<file path="src/rtl/core/jss_pkg.sv">
`timescale 1ns / 1ps
package jss_pkg;

	localparam int TABLE_DEPTH_DEF = 1024;
	localparam int VALUE_WIDTH_DEF = 32;
	localparam int LEN_RESET       = 1024;

	localparam logic OP_LOAD   = 1'b0;
	localparam logic OP_SEARCH = 1'b1;

	// word index of the table_length register on the APB port
	localparam logic REG_TABLE_LENGTH = 1'b0;

	typedef enum logic [1:0] {
		S_IDLE,
		S_JUMP,
		S_SCAN
	} srch_state_t;

	// result of one search, as handed from the search unit to the top
	typedef struct packed {
		logic done;
		logic hit;
	} srch_stat_t;

endpackage

</file>
<file path="src/rtl/core/jss_search.sv">
`timescale 1ns / 1ps
module jss_search
	import jss_pkg::*;
#(
	parameter int DEPTH = 1024,
	parameter int WIDTH = 32,
	parameter int AW    = $clog2(DEPTH),
	parameter int LEN_W = AW + 1,
	parameter int R_W   = (LEN_W + 1) / 2
) (
	input  logic             clk,
	input  logic             arst_n,
	input  logic             go,
	input  logic [WIDTH-1:0] key,
	input  logic [LEN_W-1:0] len,
	input  logic [R_W-1:0]   root,
	output logic             re,
	output logic [AW-1:0]    raddr,
	input  logic [WIDTH-1:0] rdata,
	output logic             busy,
	output srch_stat_t       stat,
	output logic [AW-1:0]    position
);

	localparam int HW = LEN_W + 1;

	srch_state_t      state_q, state_d;
	logic [WIDTH-1:0] key_q;
	logic [HW-1:0]    lo_q, hi_q, lim_q;
	logic             done_q, hit_q;
	logic [AW-1:0]    pos_q;

	logic          less, empty, passed, at_lim;
	logic [HW-1:0] len_x, m_x, hi_nx, jump_end, lim_nx, lo_inc, addr;
	logic          fin, hit;

	always_comb begin
		less     = $signed(rdata) < $signed(key_q);
		len_x    = HW'(len);
		m_x      = HW'(root);
		empty    = len == '0;
		hi_nx    = hi_q + m_x;
		jump_end = (hi_nx < len_x) ? hi_nx : len_x;
		lim_nx   = (hi_q < len_x) ? hi_q : len_x;
		passed   = hi_q >= len_x;
		lo_inc   = lo_q + 1'b1;
		at_lim   = lo_inc == lim_q;
	end

	always_comb begin
		state_d = state_q;
		case (state_q)
			S_IDLE: begin
				if (go && !empty) begin
					state_d = S_JUMP;
				end
			end
			S_JUMP: begin
				if (!less) begin
					state_d = S_SCAN;
				end else if (passed) begin
					state_d = S_IDLE;
				end
			end
			S_SCAN: begin
				if (!less || at_lim) begin
					state_d = S_IDLE;
				end
			end
			default: state_d = S_IDLE;
		endcase
	end

	always_comb begin
		re   = 1'b0;
		addr = '0;
		fin  = 1'b0;
		hit  = 1'b0;
		case (state_q)
			S_IDLE: begin
				// first block ends at m-1; m never exceeds the length
				re   = go && !empty;
				addr = m_x - 1'b1;
				fin  = go && empty;
			end
			S_JUMP: begin
				if (!less) begin
					re   = 1'b1;
					addr = lo_q;
				end else if (passed) begin
					fin = 1'b1;
				end else begin
					re   = 1'b1;
					addr = jump_end - 1'b1;
				end
			end
			S_SCAN: begin
				if (!less) begin
					fin = 1'b1;
					hit = rdata == key_q;
				end else if (at_lim) begin
					fin = 1'b1;
				end else begin
					re   = 1'b1;
					addr = lo_inc;
				end
			end
			default: begin
				re = 1'b0;
			end
		endcase
	end

	always_ff @(posedge clk or negedge arst_n) begin
		if (!arst_n) begin
			state_q <= S_IDLE;
			done_q  <= 1'b0;
		end else begin
			state_q <= state_d;
			done_q  <= fin;
		end
	end

	always_ff @(posedge clk) begin
		hit_q <= hit;
		pos_q <= hit ? AW'(lo_q) : '0;
		case (state_q)
			S_IDLE: begin
				key_q <= key;
				lo_q  <= '0;
				hi_q  <= m_x;
			end
			S_JUMP: begin
				if (less) begin
					lo_q <= hi_q;
					hi_q <= hi_nx;
				end else begin
					lim_q <= lim_nx;
				end
			end
			S_SCAN: begin
				if (less) begin
					lo_q <= lo_inc;
				end
			end
			default: begin
				lo_q <= lo_q;
			end
		endcase
	end

	assign raddr     = AW'(addr);
	assign busy      = state_q != S_IDLE;
	assign stat.done = done_q;
	assign stat.hit  = hit_q;
	assign position  = pos_q;

endmodule

</file>
<file path="config.mk">
export PLATFORM = sky130hd
export DESIGN_NAME = jss_search
export DESIGN_NICKNAME = d
export VERILOG_FILES = /design/src/rtl/core/jss_pkg.sv /design/src/rtl/core/jss_search.sv
export SDC_FILE = /design/constraint.sdc
export NUM_CORES = 1
export LEC_CHECK = 0
export BUFFER_PORTS_ARGS = -buffer_cell sky130_fd_sc_hd__buf_2
export CELL_PAD_IN_SITES_DETAIL_PLACEMENT = 2
export CELL_PAD_IN_SITES_GLOBAL_PLACEMENT = 2
export CORE_MARGIN = 3
export CORE_UTILIZATION = 38
export DETAILED_ROUTE_END_ITERATION = 12
export PLACE_DENSITY_LB_ADDON = 0.1
export SYNTH_ARGS = -nofsm -noshare
export SYNTH_HDL_FRONTEND = slang
export SYNTH_SLANG_ARGS = --single-unit
</file>
<file path="constraint.sdc">
create_clock -name clk -period 11.3 [get_ports clk]
set_clock_uncertainty 0.2 [all_clocks]
set_input_delay 1.695 -clock clk [delete_from_list [all_inputs] [get_ports clk]]
set_output_delay 1.695 -clock clk [all_outputs]
set_load 0.03 [all_outputs]
</file>
==> flow_summary.yaml <==
timing:
  worst_hold_slack_ps: 402
  unrepaired_setup_endpoints_after_global_routing: "no"
  slew_headroom: 0.254
  achievable-frequency_mhz: 110
  layout_worst_path_cycle_share: 0.806
  final.setup.tns_ps: 0
  final-hold-violation-count: 0
  final_max_slew_viol_count: 0
  timing.final.setup_violations: 0
  post-route-min-period_ps: 9100
  tightest_slew_ps: 1110
logic_synthesis:
  synth_async_sr_flop_share: 0.0366
  yosys_register_bits: 82
  synth_top_area_frac: 0.332
  sequential_cell_area_fraction_in_the_yosys_report: 0.380
  simple_gate_fraction_of_synth_area: 0.169
  synth_fp_nets: 792
  combinational_family_with_the_most_area_after_synthesis: "compound AO/OA/AOI/OAI gates"
  ys.flop_type: "sky130_fd_sc_hd__edfxtp_1"
  avgSynthCellArea_sq_um: 9.58
  ys_types: 75
  syn_inst: 641
  yosys-mux-area-fraction: 0.0230
  netlist.top_cell.by_area: "sky130_fd_sc_hd__edfxtp_1"
  synth_area_leaders: "sky130_fd_sc_hd__edfxtp_1 (33%), sky130_fd_sc_hd__ha_1 (13%), sky130_fd_sc_hd__inv_1 (4.0%), sky130_fd_sc_hd__dfxtp_1 (3.6%), sky130_fd_sc_hd__a21oi_1 (2.9%)"
  post_synth_xor_area_fraction: 0.0564
  syn_area_sq_um: 6140
  synth-compound-area-share: 0.171
  synth_fa_ha_area_frac: 0.138
  yosysWarningCount: 0
  synth_edf_count: 68
setup_path:
  crit_path_max_fanout: 16
  worst_path_max_delay_cell: "sky130_fd_sc_hd__fa_1"
  worst_ep_arrival_time_ps: 7210
  worst_setup_ep_type: "output port"
  timing.critical_path.slowest_cell_delay_ps: 430
  timing.critical_path.from_type: "input port"
  cpMostUsedCell: "sky130_fd_sc_hd__ha_1"
  required_time_of_the_critical_path_ps: 9410
  crit_type: "in2out"
power_and_ir_drop:
  p_leak_uw: 0.00314
  totalPowerFinal_uw: 1990
  pwr_density_cell_nw_per_um2: 278
  ir_drop_mv: 0.117
global_routing:
  first_global_vias: 5934
  grt_remaining_overflow: 0
  grt_first_pass_wirelength_mm: 32.6
  number_of_antenna_violations_at_the_first_check_in_global_routing: 0
  total_routing_resource_utilization_after_global_routing: 0.236
  grt_max_degree: 41
floorplanning:
  floorplan.initialDensity: 0.397
  floorplan.die_area_sq_um: 17700
  io-pin-count: 108
  core_region_area_sq_um: 15500
  floorplan.die.width_microns: 133
  die_height_microns: 133
  rows: 45
routing:
  dr.pass1.iters: 5
  routed_via_density: 5.53
  route.vias.total: 5312
  route.antenna.remaining_nets: 0
  drt_first_iter_violations: 251
  routed_wirelength_mm: 20.8
  wl_per_cell_microns: 21.6
  drt_drc_violations_left: 0
placed_design:
  gp_congestion: 0.884
  port_buf_inserts: 107
  placed_instances: 944
  dpl.hpwl_mm: 16.3
clock_tree:
  clk-insertion-delay-late_ps: 350
  cts.reportedPaths.clkPinSlew_ps: 60
  tritoncts: "yes"
  cts_made_buffers: 9
  cts_stage_hold_buffer_count: 0
  root_buffer: "sky130_fd_sc_hd__clkbuf_16"
  ctsLongestPathBuffers: 2
  clock_net_sink_count: 82
  post_cts_setup_buffer_count: 0
  cts_repair_resize_count: 0
  htree_levels: 3
status:
  run_status: "completed"
run:
  cap_violations: 0
hold_path:
  hold_removal_path_class: "reg2reg"
layout:
  area_growth_syn_to_layout_pct: 16.6
  share_of_post_route_cells_with_drive_strength_above_1: 0.203
  stdcell_count: 960
  nets: 895
  total_inserted_antenna_cells: 0
-- flip-flops by register name, summed over array words and instances, names as in the netlist --
register  cells
done_q        1
hi_q         12
hit_q         1
key_q        32
lim_q        12
lo_q         12
position     10
state_q       2
-- routing by layer --
metal | wire, microns | global-route usage | share of wire | up-vias
li1 | - | - | - | 2538
met1 | 9060 | 0.302 | 0.44 | 2640
met2 | 10500 | 0.416 | 0.50 | 113
met3 | 848 | 0.0336 | 0.041 | 21
met4 | 399 | 0.0640 | 0.019 | 0
met5 | 0 | 0 | 0 | -
-- per-stage QoR --
stage / util / setup slack [ps] / instance area (sq um)
floorplan: - / 3260 / 6140
global placement: 0.445 / 2580 / 6890
detailed placement: 0.445 / 2320 / 6890
CTS: 0.463 / 2230 / 7160
global route: 0.463 / 1560 / 7160
finish: 0.463 / 2200 / 7160
-- power breakdown --
| group | switching (uW) | leakage (uW) | internal, uW |
|---|---|---|---|
| Combinational | 691 | 0.00221 | 409 |
| Sequential | 120 | 0.000805 | 488 |
| Clock | 129 | 0.000128 | 149 |
| Total | 941 | 0.00314 | 1050 |
-- final timing paths --
check / slack (ps) / end / startpoint / depth (start not counted)
max: 2200 / raddr[8] / root[0] / 26
max in group asynchronous: 9850 / done_q$_DFF_PN0_ / arst_n / 1
max reg2reg: 7380 / hi_q[9]$_SDFFCE_PN0P_ / key_q[31]$_DFFE_PP_ / 11
min: 400 / state_q[1]$_DFFE_PN0P_ / state_q[1]$_DFFE_PN0P_ / 1
min reg2reg: 400 / state_q[1]$_DFFE_PN0P_ / state_q[1]$_DFFE_PN0P_ / 1
min in group asynchronous: 940 / state_q[1]$_DFFE_PN0P_ / arst_n / 1
-- cells in the mapped netlist, types with 5 or more instances --
| library cell | number |
|---|---|
| sky130_fd_sc_hd__inv_1 | 65 |
| sky130_fd_sc_hd__a22oi_1 | 11 |
| sky130_fd_sc_hd__mux2i_1 | 7 |
| sky130_fd_sc_hd__nor2b_1 | 15 |
| sky130_fd_sc_hd__o211ai_1 | 12 |
| sky130_fd_sc_hd__nand2b_1 | 10 |
| sky130_fd_sc_hd__o21ai_0 | 28 |
| sky130_fd_sc_hd__nor2_1 | 28 |
| sky130_fd_sc_hd__xor2_1 | 18 |
| sky130_fd_sc_hd__clkbuf_1 | 12 |
| sky130_fd_sc_hd__or3_1 | 7 |
| sky130_fd_sc_hd__a21oi_1 | 35 |
| sky130_fd_sc_hd__o21a_1 | 6 |
| sky130_fd_sc_hd__xnor2_1 | 19 |
| sky130_fd_sc_hd__and2_1 | 17 |
| sky130_fd_sc_hd__nand3_1 | 14 |
| sky130_fd_sc_hd__a211oi_1 | 6 |
| sky130_fd_sc_hd__a31oi_1 | 14 |
| sky130_fd_sc_hd__ha_1 | 66 |
| sky130_fd_sc_hd__nand2_1 | 42 |
| sky130_fd_sc_hd__dfxtp_1 | 11 |
| sky130_fd_sc_hd__buf_2 | 6 |
| sky130_fd_sc_hd__a21o_1 | 10 |
| sky130_fd_sc_hd__mux2_2 | 5 |
| sky130_fd_sc_hd__buf_4 | 5 |
| sky130_fd_sc_hd__edfxtp_1 | 68 |
| sky130_fd_sc_hd__nor3_1 | 15 |
| sky130_fd_sc_hd__nand4_1 | 16 |
-- kinds of logic (layout without fill, tap and decap cells) --
logic type                 Yosys count  count (layout)
AOI/OAI and AO/OA                  155             155
DFF                                 82              82
other                                1               1
and+or+nand+nor                    193             193
xor gates and xnor gates            38              38
adders and majority gates           67              67
muxes                               13              13
buffers and inverters               92             200
-- cells in the final DEF (no fill, tap or decap), drive strengths merged, types with 11 or more instances in the layout --
cell	Yosys	layout
nand4	16	16
a21oi	36	36
a22oi	11	11
edfxtp	68	68
o21ai	30	30
xor2	18	18
a31oi	14	14
o211ai	12	12
nand3	16	16
ha	66	66
xnor2	19	19
buf	12	117
dfxtp	11	11
nor3	15	15
nand2	43	43
nor2b	15	15
and2	17	17
inv	66	67
nor2	28	28
-- final cells by class --
type                       count  area (sq um)
fill                        1727          8320
tap                          211           264
sequential                    82          2340
clock buffer                  10           229
multi-input combinational    467          3430
inverter                      67           251
clock inverter                 6          41.3
timing repair buffer         117           611
-- critical path, delay by kind of cell --
kind            cells  cell delay, ps
fa+ha+maj           4            1220
xor+xnor            1             210
buf+inv             4             540
simple gates        7            1310
mux                 1             290
compound gates      9            1930
No activity file was read; power rests on OpenSTA's default activity.
