<file path="src/rtl/core/jss_isqrt.sv">
`timescale 1ns / 1ps
module jss_isqrt #(
	parameter int LEN_W = 11,
	parameter int R_W   = (LEN_W + 1) / 2
) (
	input  logic             clk,
	input  logic             arst_n,
	input  logic             go,
	input  logic [LEN_W-1:0] n,
	output logic             busy,
	output logic [R_W-1:0]   root
);

	localparam int BW = (R_W > 1) ? $clog2(R_W) : 1;

	logic             run_q;
	logic [BW-1:0]    b_q;
	logic [R_W-1:0]   r_q;
	logic [LEN_W-1:0] n_q;
	logic [R_W-1:0]   trial;
	logic [2*R_W-1:0] sq;
	logic             fits;

	// settle one root bit per cycle, top bit first
	always_comb begin
		trial = r_q | (R_W'(1) << b_q);
		sq    = (2*R_W)'(trial) * (2*R_W)'(trial);
		fits  = sq <= (2*R_W)'(n_q);
	end

	always_ff @(posedge clk or negedge arst_n) begin
		if (!arst_n) begin
			run_q <= 1'b0;
		end else if (go) begin
			run_q <= 1'b1;
		end else if (run_q && b_q == '0) begin
			run_q <= 1'b0;
		end
	end

	always_ff @(posedge clk) begin
		if (go) begin
			r_q <= '0;
			n_q <= n;
			b_q <= BW'(R_W - 1);
		end else if (run_q) begin
			if (fits) begin
				r_q <= trial;
			end
			b_q <= b_q - 1'b1;
		end
	end

	assign busy = run_q;
	assign root = r_q;

endmodule

</file>
<file path="config.mk">
export PLATFORM = sky130hd
export DESIGN_NAME = jss_isqrt
export DESIGN_NICKNAME = d
export VERILOG_FILES = /design/src/rtl/core/jss_isqrt.sv
export SDC_FILE = /design/constraint.sdc
export NUM_CORES = 1
export LEC_CHECK = 0
export BUFFER_PORTS_ARGS = -buffer_cell sky130_fd_sc_hd__buf_2
export CAP_MARGIN = 5
export CORE_MARGIN = 1
export CORE_UTILIZATION = 45
export CTS_CLUSTER_SIZE = 25
export DETAILED_ROUTE_END_ITERATION = 6
export PLACE_DENSITY = 0.66
export SETUP_SLACK_MARGIN = 0.2
export SLEW_MARGIN = 20
export SYNTH_ARGS = -nofsm -noshare
export SYNTH_HDL_FRONTEND = slang
export SYNTH_SLANG_ARGS = --single-unit
export TNS_END_PERCENT = 20
</file>
<file path="constraint.sdc">
create_clock -name clk -period 6.21 [get_ports clk]
set_input_delay 0.621 -clock clk [delete_from_list [all_inputs] [get_ports clk]]
set_output_delay 0.621 -clock clk [all_outputs]
set_load 0.02 [all_outputs]
</file>
==> results of run 1 <==
critical path, cell delays in order (launching register included):
cell and delay (ps):
dfxtp_1 390, inv_1 100, ha_1 240, a21oi_1 510, nor2_1 140, fa_1 530
inv_1 70, fa_1 540, inv_1 60, fa_1 470, ha_1 350, a31oi_1 280
o21ai_1 180, a2111oi_0 430, nand4b_1 170, ha_1 240, a21oi_1 150, o211a_1 190
o221ai_2 150, o2bb2ai_1 180
layout by cell type, fill, tap and decap left out, drive strengths merged, types with 4 or more instances in the layout:
master / count
inv: 26
xnor2: 5
buf: 20
o2bb2ai: 6
ha: 28
clkbuf: 4
a21oi: 14
dfxtp: 9
fa: 8
nand2: 9
nor2: 15
edfxtp: 11
kinds of logic (layout without fill, tap and decap cells):
group	after synthesis	in the layout	synth area share
xor+xnor	8	8	0.0409
flops	21	21	0.312
buf+inv	28	51	0.0613
simple gates	41	41	0.117
fa+ha+maj	36	36	0.298
compound gates	37	37	0.171
through the flow:
step                      instances  hold slack, ps  cell area, um2  setup slack (ps)
after CTS                       242             117            1920               746
after global routing            242             110            1920               379
after floorplan                 171             325            1710              1420
final                           242             119            1920               759
after detailed placement        238             396            1870               792
after global placement          238             396            1870               994
per-layer routing:
layer,up-vias,global-route usage,wire length (um),part of all wire
met5,-,0,0,0
met4,0,0.0540,36,0.011
met3,5,0.0163,82,0.025
met2,24,0.339,1710,0.52
met1,626,0.217,1480,0.45
li1,643,-,-,-
synthesized netlist by cell type, types with 5 or more instances:
cell / n
ha_1: 28
inv_1: 24
nor2_1: 15
edfxtp_1: 11
a21oi_1: 9
dfxtp_1: 9
nand2_1: 9
fa_1: 8
o2bb2ai_1: 6
xnor2_1: 5
power by group through the flow:
stage	combinational [mW]	clock [mW]	sequential [mW]
3_5_place_dp	0.349	0	0.192
6_report	0.350	0.0867	0.189
2_1_floorplan	0.256	0	0.202
4_1_cts	0.354	0.0900	0.189
5_1_grt	0.394	0.0961	0.192
3_3_place_gp	0.336	0	0.191
final cells by class:
cell class | count | area, um2 | share of cell area
clock buffers | 4 | 45.0 | 0.0235
well taps | 48 | 60.1 | 0.0314
repair buffers | 20 | 100 | 0.0523
flip-flops and latches | 21 | 536 | 0.280
inverters | 27 | 101 | 0.0529
multi-input cells | 122 | 1070 | 0.560
how the worst min path moves through the flow:
| stage | start | to | slack, ps | cells past startpoint |
|---|---|---|---|---|
| 2_1_floorplan | arst_n | busy | 330 | 0 |
| 3_3_place_gp | arst_n | busy | 400 | 1 |
| 3_5_place_dp | arst_n | busy | 400 | 1 |
| 4_1_cts | arst_n | busy | 120 | 1 |
| 5_1_grt | arst_n | busy | 110 | 1 |
| 6_report | arst_n | busy | 120 | 1 |
state kept, by name (all words and copies together), names as in the netlist:
signal and cells:
n_q 11, b_q 3, busy 1, root 6
==> impl_metrics.env, run 1 <==
export IMPL_synth_nets=221
export IMPL_ios=21
export IMPL_die_x_um=63.7
export IMPL_cts_max_path_buffers=2
export IMPL_clock_skew_ps=1.70
export IMPL_r2r_end="root[2]"
export IMPL_worst_setup_path_start_kind="register"
export IMPL_via_per_inst=5.36
export IMPL_clkTransAtPathRegs_ps=70
export IMPL_port_buffer_count=20
export IMPL_fill_cells=346
export IMPL_p_sw_uw=271
export IMPL_post_cts_buffers=0
export IMPL_synth_cell_types=37
export IMPL_internal_power_uw=354
export IMPL_layout_drive_gt1_share=0.170
export IMPL_relSlewSlack=0.608
export IMPL_r2r_worst_path_cells=19
export IMPL_fin_tns_setup_ps=0
export IMPL_reg2reg_from="b_q[1]"
export IMPL_antenna_found_initial=0
export IMPL_cts_tree="built"
export IMPL_wl_um=3310
export IMPL_syn_area_mm2=0.00171
export IMPL_critPathMaxFanout=7
export IMPL_worstMarginPinSlew_ps=589
export IMPL_powerDensity_mw_per_mm2=327
export IMPL_grt_max_degree=14
export IMPL_critPathKind="reg -> reg"
export IMPL_initial_core_util=0.468
export IMPL_grt_pass1_wl_um=5770
export IMPL_endpoint="root[2]"
export IMPL_clockRootBuffer="clkbuf_8"
export IMPL_syn_inst=171
export IMPL_vdd_ir_drop_worst_mv=0.175
export IMPL_leakage_nw=0.948
export IMPL_hold_class="in -> async"
export IMPL_setup_viol=0
export IMPL_ant_nets=0
export IMPL_final_net_count=245
export IMPL_drc=0
export IMPL_crit_start="b_q[1]"
export IMPL_rows=22
export IMPL_avgSynthCellArea_um2=10.0
export IMPL_rsz0062_at_grt="no"
export IMPL_cts_made_buffers=3
export IMPL_vias=1298
export IMPL_worstPathArrival_ps=5640
export IMPL_clock_sinks=21
export IMPL_core_mm2=0.00366
export IMPL_synth_area_leaders="ha_1, edfxtp_1, dfxtp_1"
export IMPL_async_flop_share=0.0476
export IMPL_cts_hold_buffers_added=0
export IMPL_power_frac_comb=0.559
export IMPL_fin_util=0.523
export IMPL_drt_pass1_iter_count=4
export IMPL_crit_path_end_kind="register"
export IMPL_ys_ff_latch=21
export IMPL_slew_violations=0
export IMPL_min_period_ps=5450
export IMPL_drv_cap=0
export IMPL_dp_hpwl_um=2700
export IMPL_status="completed"
export IMPL_cts_resized=0
export IMPL_num_antenna_cells=0
export IMPL_wl_per_cell_um=13.7
export IMPL_dr_first_iter_drc_count=36
export IMPL_ff2ff_setup_slack_ps=760
export IMPL_hold_viol_final=0
export IMPL_cts_htree_levels=1
export IMPL_netlist_top_cell_by_area="ha_1"
export IMPL_ys_warn_count=0
export IMPL_grt_overflow=0
export IMPL_synth_top_area_frac=0.204
export IMPL_gp_congestion=0.835
export IMPL_max_freq_mhz=183
export IMPL_synth_edf_count=11
export IMPL_area_growth_pct=11.8
export IMPL_power_uw=626
export IMPL_dieHeight_um=63.7
export IMPL_p_seq_frac=0.302
export IMPL_switching_share=0.434
export IMPL_period_share=0.878
export IMPL_p_clk_frac=0.139
export IMPL_ys_seq_area_frac=0.312
export IMPL_insertion_delay_ps=260
export IMPL_ys_flop_type="edfxtp_1"
export IMPL_grt_pass1_vias=1336
export IMPL_critical_path_required_ps=6400
export IMPL_die_area_mm2=0.00406
export IMPL_grtUsageTotal=0.182
No activity file was read; power rests on OpenSTA's default activity.
==> run 2: changes to the inputs <==
--- a/config.mk
+++ b/config.mk
@@ -8,10 +8,10 @@
 export BUFFER_PORTS_ARGS = -buffer_cell sky130_fd_sc_hd__buf_2
 export CAP_MARGIN = 5
 export CORE_MARGIN = 1
-export CORE_UTILIZATION = 45
+export CORE_UTILIZATION = 52
 export CTS_CLUSTER_SIZE = 25
 export DETAILED_ROUTE_END_ITERATION = 6
-export PLACE_DENSITY = 0.66
+export PLACE_DENSITY = 0.75
 export SETUP_SLACK_MARGIN = 0.2
 export SLEW_MARGIN = 20
 export SYNTH_ARGS = -nofsm -noshare
==> impl_metrics.env, run 2 (synthesis gave the netlist of run 1 again) <==
export IMPL_critPathKind="reg -> reg"
export IMPL_min_period_ps=5290
export IMPL_num_antenna_cells=0
export IMPL_crit_family="adder cells"
export IMPL_die_x_um=59.4
export IMPL_cts_made_buffers=3
export IMPL_powerDensity_mw_per_mm2=322
export IMPL_antenna_found_initial=0
export IMPL_layout_commonest_cell="ha_1"
export IMPL_relSlewSlack=0.669
export IMPL_wl_per_cell_um=13.4
export IMPL_dieHeight_um=59.4
export IMPL_cts_max_path_buffers=2
export IMPL_grtUsageTotal=0.219
export IMPL_port_buffer_count=20
export IMPL_grt_overflow=0
export IMPL_ant_nets=0
export IMPL_via_per_inst=5.30
export IMPL_cts_hold_buffers_added=0
export IMPL_clockRootBuffer="clkbuf_4"
export IMPL_hold_viol_final=0
export IMPL_hold_class="in -> async"
export IMPL_cp_num_buf_inv=3
export IMPL_crit_chain="inv_1 -> ha_1 -> a21oi_2 -> nor2_1 -> fa_1 -> inv_1 -> fa_1 -> inv_1 -> fa_1 -> ha_1 -> a31oi_1 -> o21ai_1 -> a2111oi_0 -> nand4b_1 -> ha_1 -> nand3_1 -> nor3_1 -> o211a_1 -> o221ai_2 -> o2bb2ai_1"
export IMPL_grt_pass1_wl_um=5580
export IMPL_layout_drive_gt1_share=0.179
export IMPL_dp_hpwl_um=2690
export IMPL_cts_resized=0
export IMPL_cp_slowest_stage_delay_ps=550
export IMPL_rsz0062_at_grt="no"
export IMPL_clkTransAtPathRegs_ps=110
export IMPL_vias=1266
export IMPL_worst_slack_ps=921
export IMPL_worstMarginPinSlew_ps=497
export IMPL_hold_worst_slack_ps=50.2
export IMPL_crit_path_end_kind="register"
export IMPL_setup_viol=0
export IMPL_dr_first_iter_drc_count=34
export IMPL_period_share=0.852
export IMPL_drt_pass1_iter_count=4
export IMPL_worst_setup_path_start_kind="register"
export IMPL_final_cell_mix="ha_1, inv_1, buf_2"
export IMPL_final_net_count=246
export IMPL_ios=21
export IMPL_drv_cap=0
export IMPL_drc=0
export IMPL_status="completed"
export IMPL_worstPathArrival_ps=5550
export IMPL_crit_slowest_cell="fa_1"
export IMPL_slew_violations=0
export IMPL_initial_core_util=0.557
export IMPL_largest_reg_flops=11
export IMPL_dp_worst_setup_slack_ps=926
export IMPL_top_register="n_q"
export IMPL_clock_sinks=21
export IMPL_post_cts_buffers=0
export IMPL_grt_pass1_vias=1305
export IMPL_cts_tree="built"
export IMPL_wl_um=3200
export IMPL_cts_htree_levels=1
export IMPL_vdd_ir_drop_worst_mv=0.170
export IMPL_core_mm2=0.00308
export IMPL_leakage_nw=0.948
export IMPL_die_area_mm2=0.00353
export IMPL_area_growth_pct=10.9
export IMPL_rows=20
export IMPL_critical_path_required_ps=6470
export IMPL_gp_congestion=0.841
export IMPL_clock_skew_ps=5.03
export IMPL_grt_max_degree=14
export IMPL_max_freq_mhz=189
export IMPL_fin_util=0.617
export IMPL_fin_tns_setup_ps=0
export IMPL_insertion_delay_ps=320
export IMPL_fill_cells=281
export IMPL_critPathMaxFanout=8
-- run 2: changes by cell type in the layout (fill, tap and decap cells not counted), sizes merged --
| cell | change |
|---|---|
| buf | +1 |
| clkbuf | -1 |
| clkinv | +1 |
-- run 2: through the flow --
stage / area (um2) / cells / power [mW]
6_report: 1900 / 239 / 0.613
5_1_grt: 1900 / 239 / 0.664
4_1_cts: 1900 / 239 / 0.617
3_5_place_dp: 1870 / 235 / 0.549
3_3_place_gp: 1870 / 235 / 0.528
2_1_floorplan: 1710 / 171 / 0.457
-- run 2: path summary, 6_finish.rpt --
kind | startpoint | endpoint | slack [ps] | cells past startpoint
max | b_q[0] | root[1] | 920 | 20
min | arst_n | busy | 50 | 1
max reg2reg | b_q[0] | root[1] | 920 | 20
min reg2reg | root[1] | root[1] | 500 | 1
max in group asynchronous | arst_n | busy | 6080 | 1
min in group clk | n[1] | n_q[1] | 470 | 1
-- run 2: where the power goes --
| part | internal [mW] | switching, mW |
|---|---|---|
| registers | 0.168 | 0.0210 |
| logic | 0.145 | 0.212 |
| clock network | 0.0242 | 0.0425 |
-- run 2: area by class of cell --
class | instances | area [um2] | area share
Multi-Input combinational cell | 122 | 1070 | 0.565
Sequential cell | 21 | 536 | 0.282
Timing Repair Buffer | 21 | 108 | 0.0566
Inverter | 27 | 101 | 0.0533
Tap cell | 44 | 55.1 | 0.0290
Clock buffer | 3 | 22.5 | 0.0118
Clock inverter | 1 | 5.00 | 0.00263
-- run 2: worst register-to-register path, stage by stage (launching register included) --
cell	delay [ps]
dfxtp_1	430
inv_1	110
ha_1	280
a21oi_2	320
nor2_1	120
fa_1	540
inv_1	80
fa_1	550
inv_1	60
fa_1	480
ha_1	350
a31oi_1	270
o21ai_1	170
a2111oi_0	390
nand4b_1	170
ha_1	140
nand3_1	90
nor3_1	190
o211a_1	170
o221ai_2	140
o2bb2ai_1	170
-- run 2: metal layers --
metal / wire [um] / global-route usage
met2: 1660 / 0.392
met4: 70 / 0.0986
met1: 1390 / 0.254
met5: 0 / 0
met3: 73 / 0.0371
==> run 3: changes to the inputs <==
--- a/config.mk
+++ b/config.mk
@@ -7,10 +7,12 @@
 export LEC_CHECK = 0
 export BUFFER_PORTS_ARGS = -buffer_cell sky130_fd_sc_hd__buf_2
 export CAP_MARGIN = 5
+export CORE_ASPECT_RATIO = 0.9
 export CORE_MARGIN = 1
 export CORE_UTILIZATION = 52
 export CTS_CLUSTER_SIZE = 25
 export DETAILED_ROUTE_END_ITERATION = 6
+export GPL_TIMING_DRIVEN = 0
 export PLACE_DENSITY = 0.75
 export SETUP_SLACK_MARGIN = 0.2
 export SLEW_MARGIN = 20
==> impl_metrics.env, run 3 (synthesis gave the netlist of run 1 again) <==
export IMPL_status="completed"
export IMPL_drt_pass1_iter_count=4
export IMPL_num_antenna_cells=0
export IMPL_antenna_found_initial=0
export IMPL_top_register="n_q"
export IMPL_crit_start="b_q[1]"
export IMPL_wl_per_cell_um=13.4
export IMPL_ios=21
export IMPL_grt_overflow=0
export IMPL_placedInstanceArea_mm2=0.00187
export IMPL_p_sw_uw=276
export IMPL_rsz0062_at_grt="no"
export IMPL_clock_skew_ps=3.19
export IMPL_post_cts_buffers=0
export IMPL_gp_congestion=0.806
export IMPL_reg2reg_from="b_q[1]"
export IMPL_p_clk_frac=0.108
export IMPL_rows=19
export IMPL_power_frac_comb=0.586
export IMPL_critPathKind="reg -> reg"
export IMPL_critical_path_required_ps=6460
export IMPL_critPathMaxFanout=7
export IMPL_internal_power_uw=335
export IMPL_ff2ff_setup_slack_ps=750
export IMPL_r2r_end="root[4]"
export IMPL_leakage_nw=0.944
export IMPL_ant_nets=0
export IMPL_fin_tns_setup_ps=0
export IMPL_cts_max_path_buffers=2
export IMPL_cts_made_buffers=3
export IMPL_grtUsageTotal=0.198
export IMPL_die_x_um=62.5
export IMPL_dp_cells=233
export IMPL_grt_max_degree=14
export IMPL_vias=1280
export IMPL_cts_tree="built"
export IMPL_clock_sinks=21
export IMPL_vdd_ir_drop_worst_mv=0.198
export IMPL_slew_violations=0
export IMPL_worst_setup_path_start_kind="register"
export IMPL_fill_cells=272
export IMPL_crit_slowest_cell="fa_1"
export IMPL_initial_core_util=0.555
export IMPL_hold_class="in -> async"
export IMPL_dp_hpwl_um=2560
export IMPL_fin_area_mm2=0.00189
export IMPL_crit_chain="inv_1 -> ha_1 -> a21oi_1 -> nor2_1 -> fa_1 -> inv_1 -> fa_1 -> inv_1 -> fa_1 -> ha_1 -> a31oi_1 -> o21ai_1 -> a2111oi_0 -> nand4b_1 -> ha_1 -> a21oi_1 -> o211a_1 -> o221ai_2 -> o2bb2ai_1"
export IMPL_insertion_delay_ps=310
export IMPL_worstPathArrival_ps=5710
export IMPL_cp_slowest_stage_delay_ps=540
export IMPL_die_area_mm2=0.00353
export IMPL_cts_resized=0
export IMPL_dieHeight_um=56.5
export IMPL_powerDensity_mw_per_mm2=322
export IMPL_relSlewSlack=0.621
export IMPL_period_share=0.880
export IMPL_drv_cap=0
export IMPL_grt_pass1_wl_um=5500
export IMPL_min_period_ps=5460
export IMPL_crit_path_end_kind="register"
export IMPL_via_per_inst=5.40
export IMPL_cts_htree_levels=1
export IMPL_clkTransAtPathRegs_ps=110
export IMPL_cts_hold_buffers_added=0
export IMPL_max_freq_mhz=183
export IMPL_worst_slack_ps=747
export IMPL_worstMarginPinSlew_ps=568
export IMPL_final_cell_mix="ha_1, inv_1, buf_2"
export IMPL_layout_commonest_cell="ha_1"
export IMPL_hold_viol_final=0
export IMPL_grt_pass1_vias=1296
export IMPL_area_growth_pct=10.5
export IMPL_instances_no_fill=237
export IMPL_largest_reg_flops=11
export IMPL_switching_share=0.451
export IMPL_core_mm2=0.00309
export IMPL_clockRootBuffer="clkbuf_4"
export IMPL_port_buffer_count=20
export IMPL_drc=0
export IMPL_dp_worst_setup_slack_ps=807
export IMPL_final_net_count=246
export IMPL_p_seq_frac=0.306
export IMPL_wl_um=3190
export IMPL_r2r_worst_path_cells=19
export IMPL_dr_first_iter_drc_count=30
export IMPL_layout_drive_gt1_share=0.174
export IMPL_setup_viol=0
[run 3: cell count changes in the layout (fill, tap and decap cells not counted), sizes merged]
cell	delta
buf	-1
clkbuf	+1
[run 3: worst max-delay path: cells and delay by family (launching register included)]
kind	cells	cell delay (ps)
AO/OA/AOI/OAI	8	2020
adder cells (fa/ha/maj)	6	2410
buffers and inverters	3	230
flip-flops	1	400
AND/OR/NAND/NOR	2	310
[run 3: power by group through the flow]
stage	logic, mW	registers, mW	clock network (mW)
floorplan	0.256	0.202	0
detailed placement	0.355	0.190	0
finish	0.358	0.187	0.0659
global placement	0.335	0.189	0
CTS	0.359	0.187	0.0665
global route	0.401	0.190	0.0730
[run 3: metrics by stage]
step	utilization	power [mW]	hold WS, ps
after floorplan	-	0.457	325
after global placement	0.604	0.524	396
after detailed placement	0.604	0.544	399
after CTS	0.613	0.612	62.6
after global routing	0.613	0.664	43.5
final	0.613	0.610	60.3
[run 3: routing by layer]
| layer | global-route usage | routed length [um] | up-vias |
|---|---|---|---|
| li1 | - | - | 649 |
| met1 | 0.241 | 1500 | 611 |
| met2 | 0.359 | 1580 | 15 |
| met3 | 0.0244 | 58 | 5 |
| met4 | 0.0698 | 48 | 0 |
| met5 | 0 | 0 | - |
[run 3: cell type report]
type                       instances  area (um2)  area share
timing repair buffer              20         100      0.0528
multi-input combinational        122        1070       0.567
clock inverter                     1        5.00     0.00264
clock buffer                       3        22.5      0.0119
tap                               42        52.6      0.0277
sequential                        21         536       0.283
inverter                          27         101      0.0535
buffer                             1        3.75     0.00198
[run 3: worst max path at each step]
stage / end / slack [ps] / depth (start not counted)
floorplan: root[1] / 1420 / 20
global placement: root[1] / 950 / 19
detailed placement: root[4] / 810 / 19
CTS: root[4] / 770 / 19
global route: root[4] / 360 / 20
finish: root[4] / 750 / 19
